===== src/hw/rtl/uv_sphere_vertex_generator_defines.svh =====
// ----------------------------------------------------------------------------
// uv_sphere_vertex_generator_defines
// Assertion macros shared by the sphere vertex generator.
// ----------------------------------------------------------------------------
`ifndef UV_SPHERE_VERTEX_GENERATOR_DEFINES_SVH
`define UV_SPHERE_VERTEX_GENERATOR_DEFINES_SVH

// Check that a condition implies another in the same cycle
`define UVS_ASSERT_IMPL(label, clk, rst_n, cond, prop) \
    label: assert property (@(posedge clk) disable iff (!rst_n) (cond) |-> (prop)) \
        else $error("uvs assertion failed");

// Check that a condition implies another in the following cycle
`define UVS_ASSERT_NEXT(label, clk, rst_n, cond, prop) \
    label: assert property (@(posedge clk) disable iff (!rst_n) (cond) |=> (prop)) \
        else $error("uvs assertion failed");

`endif


===== src/hw/rtl/uvs_divider.sv =====
// ----------------------------------------------------------------------------
// uvs_divider
// Pipelined restoring divider, one quotient bit per stage.
// ----------------------------------------------------------------------------
`timescale 1ns / 1ps

module uvs_divider #(
    parameter int NW = 32,
    parameter int DW = 11,
    parameter int QB = 21
) (
    input  logic          clk,
    input  logic [NW-1:0] num,
    input  logic [DW-1:0] den,
    output logic [QB-1:0] quo
);

    logic [DW-1:0] rem_reg [QB];
    logic [QB-1:0] low_reg [QB];

    genvar k;
    generate
        for (k = 0; k < QB; k++)
        begin : g_stage
            logic [DW-1:0] rem_in;
            logic [QB-1:0] low_in;
            logic [DW:0]   trial;
            logic          take;

            // Upper numerator bits seed the remainder; they stay below den
            if (k == 0)
            begin : g_first
                assign rem_in = DW'(num >> QB);
                assign low_in = num[QB-1:0];
            end
            else
            begin : g_next
                assign rem_in = rem_reg[k-1];
                assign low_in = low_reg[k-1];
            end

            // Bring down one bit and subtract where it fits
            assign trial = {rem_in, low_in[QB-1]};
            assign take  = (trial >= {1'b0, den});

            always_ff @(posedge clk)
            begin
                rem_reg[k] <= take ? DW'(trial - {1'b0, den}) : trial[DW-1:0];
                low_reg[k] <= {low_in[QB-2:0], take};
            end
        end
    endgenerate

    assign quo = low_reg[QB-1];

endmodule


===== config.mk =====
export PLATFORM = sky130hd
export DESIGN_NAME = uvs_divider
export DESIGN_NICKNAME = d
export VERILOG_FILES = /design/src/hw/rtl/uv_sphere_vertex_generator_defines.svh /design/src/hw/rtl/uvs_divider.sv
export SDC_FILE = /design/constraint.sdc
export NUM_CORES = 1
export LEC_CHECK = 0
export BUFFER_PORTS_ARGS = -buffer_cell sky130_fd_sc_hd__clkbuf_2
export CAP_MARGIN = 40
export CORE_MARGIN = 1.5
export CORE_UTILIZATION = 56
export DETAILED_ROUTE_END_ITERATION = 16
export HOLD_SLACK_MARGIN = 0.05
export PLACE_DENSITY = 0.75
export SETUP_SLACK_MARGIN = 0.5
export SLEW_MARGIN = 10
export SYNTH_ARGS = -nofsm -noshare
export SYNTH_HDL_FRONTEND = slang
export SYNTH_SLANG_ARGS = --single-unit

===== constraint.sdc =====
create_clock -name clk -period 2.98 [get_ports clk]
set_input_delay 0.745 -clock clk [delete_from_list [all_inputs] [get_ports clk]]
set_output_delay 0.745 -clock clk [all_outputs]
set_load 0.02 [all_outputs]

---- Yosys cells after proc, flatten, opt, wreduce, memory -nomap -nowiden ----
Memories as Yosys holds them, arrays and structs flattened.
Cells that the tools add are included.
cells by class
  $lt $le $gt $ge ......................... 21
  muxes and demuxes ....................... 21
  add/subtract/negate cells ............... 21
operator list
  cell              count
  $ge A12 B11 Y1    21
  $mux W11          21
  $sub A11 B11 Y11  21
storage, ports and cells
  memory bits (writable) .................. 672
  bits in registers ....................... 0
  memories kept ........................... 2
memory list
  memory   depth  bits a word  read ports  clocked after memory_dff  wr ports  line               text
  low_reg  21     21           21          0                         21        uvs_divider.sv:19  logic [QB-1:0] low_reg [QB];
  rem_reg  21     11           20          0                         21        uvs_divider.sv:18  logic [DW-1:0] rem_reg [QB];

---- Longest topological paths before layout ----
  depth in word-level cells ............... 2
  mapped depth ............................ 11
  depth with buffers taken out ............ 11

---- Worst setup path before layout ----
No wires, ideal clock.
  path kind ............................... in2reg
  start point ............................. in den[2]
  end point ............................... mem rem_reg[13][9] (netlist: rem_reg[3][20])
  path buffers ............................ 0
  setup time .............................. 0.121 ns
  cell stages on the path ................. 9
  slack ................................... 0.045 ns
  arrival time ............................ 2.814 ns
  data required time ...................... 2.859 ns
  cells stage by stage .................... inv_1 > ha_1 > nor2b_1 > o21ai_1 > nand2b_1 > o21a_1 > o31ai_4 > inv_2 > mux2_4
RTL lines
  item             line               text
  start, declared  uvs_divider.sv:14  input logic [DW-1:0] den,
  end, declared    uvs_divider.sv:18

==> run summary <==
=====================================================================================
Most used cells in the layout excluding fill and tap cells               661 x dfxtp_1, 212 x ha_1, 181 x buf_4
Via/cell ratio                                                                   5.43
Clock tree from TritonCTS                                                       built
Relative slew slack                                                             68.2%
Number of nets with antenna violations after routing                                0
Max Clock Skew                                                              0.0264 ns
Slew Viols, Final                                                                   0
Via count of the first global-routing pass                                      17.7k
Number of DRC markers in iteration 0                                              881
Outcome                                                                  finished clean
Antenna violations before repair                                                    0
Largest register FFs                                                              441
Clock-pin transition on the worst setup and hold timing paths                 0.06 ns
CP most frequent cell                                                          buf_12
Path category of the worst min-delay check                                     in2reg
Top delay family on crit path                                            compound AO/OA/AOI/OAI gates
Pre-Repair DR Iteration Count                                                       6
First-pass GRT wire length                                                    84.5 mm
Top-Level Pins                                                                     65
Deepest level of the CTS H-tree                                                     3
Final worst path period need                                                  2.54 ns
Floorplan core area                                                       45600 sq um
Number of enable-type register cells in the synthesized netlist                     0
Number of warnings printed during yosys synthesis                                   0
Clock network latency to the later pin of the worst-skew pair                 0.60 ns
Commonest register cell after synthesis                                       dfxtp_1
Cell with the biggest individual delay on the critical path                    o41a_1
Detailed Place HPWL                                                           35.3 mm
Placer Congestion                                                               0.895
Share of flip-flops with an asynchronous set or reset after synthesis              0%
Cell count after synthesis                                                       2315
Tightest Pin Transition                                                      0.472 ns
Number of maximum-capacitance violations                                            0
Final Hold Violating Endpoints                                                      0
Pin count of the biggest net entering global routing                               22
Core Rows                                                                          78
Reg2Reg Capture Point                                                    rem_reg[0][35]
Post-Syn Nets                                                                    2610
RSZ-0062 raised after global routing                                              yes
Max Clk Rate                                                                  394 MHz
Filler Cell Count                                                                3244
Wire length reported by the detailed router                                   54.0 mm
Post-synth design cell area                                               26000 sq um
Largest fanout on the critical path                                                 6
Number of I/O port buffers                                                         64
Slack of the worst reg-to-reg path                                            0.59 ns
Number of stages on the worst hold path                                             1
Worst hold start                                                              num[16]
Maximum buffer depth of the clock tree                                              3
Sequential Area                                                           13200 sq um
Layout overhead on the synthesized area                                         21.3%
Die span in x                                                                  219 um
Static leakage                                                                14.1 nW
Total area of multi-input combinational cells                             12600 sq um
Critical Path RT                                                              3.46 ns
Vertical extent of the die                                                     219 um
Total congestion overflow after global routing                                      0
Worst setup EP type                                                              flop
Fraction of final layout cells sized beyond drive strength 1                    22.2%
Number of remaining DRC errors                                                      0
Clk sink count                                                                    661
Most frequent standard cell in the layout excluding fill and tap cells        dfxtp_1
Die area                                                                  47800 sq um
Critical Path Start Type                                                    input pin
Design Power                                                                 0.0401 W
Average wire per cell in the routed design                                    16.4 um
Synthesized area divided by synthesized cell count                         11.2 sq um
Seq/Total Area, Yosys                                                           50.9%
Worst Path Buf+Inv                                                                  4
Number of storage elements in the synthesis netlist                               661
Start of the worst register-to-register path                             low_reg[0][62]
Crit-path cells                                                          buf_8, clkinvlp_4, buf_12, buf_12, ha_4, nor2b_4, o21ai_2, a21boi_2, o41a_1, o41ai_2, xnor2_1, mux2_4
End of the worst hold path                                               low_reg[0][17]
Clk Tree Root Cell                                                          clkbuf_16
Critical setup path kind                                                       in2reg
Total routing resource utilization after global routing                         22.0%
Cell area power density                                                  1270 nW/um^2
Cells on worst reg2reg path                                                        11
Post-synth cell types                                                              66
Number of buffers inserted during clock tree synthesis                             67
Final Util                                                                      69.3%
Net count of the finished layout                                                 2934
Number of vias in the routed layout                                             17.8k
Delay of the slowest critical-path stage                                      0.43 ns
Final setup vio count                                                               0
Count of inserted antenna diode cells                                               0
Arr. time, crit path                                                          3.02 ns
Fraction of the cycle the final worst path needs                                85.1%
Worst supply voltage drop on vdd                                           0.000737 V
Initial standard-cell utilization of the core                                   57.1%
=====================================================================================
-- synthesized netlist by cell type (14+ instances only) --
library cell / instances / area, sq um
dfxtp_1: 661 / 13200
ha_1: 231 / 2890
a21oi_1: 170 / 851
nand2_1: 162 / 608
o21ai_0: 119 / 596
nor2_1: 106 / 398
xnor2_1: 102 / 893
inv_1: 93 / 349
mux2_1: 63 / 709
mux2_4: 54 / 811
mux2i_1: 39 / 390
a21o_1: 38 / 285
mux2_2: 38 / 428
nor2b_1: 35 / 219
xor2_1: 30 / 263
o211ai_1: 24 / 180
nand3_1: 21 / 105
fa_1: 20 / 400
nand2b_1: 20 / 125
a211oi_1: 17 / 128
a41o_1: 17 / 170
nand4_1: 17 / 106
nor3_1: 17 / 85.1
a31oi_1: 16 / 100
nand3b_1: 15 / 113
o21ai_2: 14 / 123
-- kinds of logic after synthesis --
| group | synth area share, % |
|---|---|
| DFF | 50.9 |
| xor gates and xnor gates | 4.44 |
| adders and majority gates | 12.6 |
| and+or+nand+nor | 8.09 |
| AOI/OAI and AO/OA | 12.8 |
| buffers and inverters | 2.16 |
| muxes | 8.99 |
-- area by class of cell --
type | instances | share of cell area, %
multi-input cells | 1532 | 39.9
well taps | 600 | 2.38
flip-flops and latches | 661 | 41.9
clock buffers | 91 | 6.15
clock inverters | 25 | 0.975
inverters | 95 | 1.21
repair buffers | 282 | 7.49
-- worst reg2reg max path, cell delays in order (launching register included) --
cell and delay [ns]:
dfxtp_1 0.32, inv_1 0.09, ha_4 0.18, fa_2 0.34, nor2b_2 0.14, o21ai_2 0.08, nand2_1 0.10, a41oi_2 0.04
o21bai_1 0.17, a41o_1 0.32, buf_12 0.17, mux2_2 0.33
-- worst max path at each step --
| stage | start | cells after the start | end | slack (ns) |
|---|---|---|---|---|
| 6_report | den[1] | 12 | rem_reg[0][20] | 0.44 |
| 3_5_place_dp | den[1] | 12 | rem_reg[2][32] | -0.14 |
| 4_1_cts | den[0] | 12 | rem_reg[1][24] | 0.49 |
| 3_3_place_gp | den[0] | 12 | rem_reg[3][39] | -0.09 |
| 5_1_grt | den[1] | 12 | rem_reg[0][20] | 0.42 |
| 2_1_floorplan | den[2] | 10 | rem_reg[1][14] | 0.10 |
-- routing by layer --
layer / global-route usage (%) / share of wire (%) / vias up
li1: - / - / 8925
met1: 27.0 / 44 / 8452
met2: 38.3 / 48 / 346
met3: 3.56 / 4.1 / 119
met4: 8.99 / 3.3 / 0
met5: 0 / 0 / -
-- what timing repair did --
item / CTS / global route
hold buffers: 0 / 0
resized for setup: 2 / 115
pin swaps: 3 / 48
endpoints found under the setup margin: 11 / 185
gates cloned: 0 / 11
buffers inserted: 0 / 24
-- stage by stage --
stage | worst slack, ns | cells | area [sq um] | TNS (ns) | hold WS (ns)
final | 0.445 | 3286 | 31600 | 0 | 0.247
after global routing | 0.419 | 3286 | 31600 | 0 | 0.221
after CTS | 0.489 | 3251 | 30800 | 0 | 0.211
after detailed placement | -0.136 | 3135 | 28500 | -11.10 | 0.312
after global placement | -0.0912 | 3135 | 28500 | -5.16 | 0.310
after floorplan | 0.102 | 2315 | 26100 | 0 | 0.310
-- report_power, final --
part           switching, W  internal, W  total (W)
clock               0.00334      0.00510    0.00844
sequential          0.00134       0.0120     0.0133
combinational       0.00866      0.00962     0.0183
No activity file was read; power rests on OpenSTA's default activity.
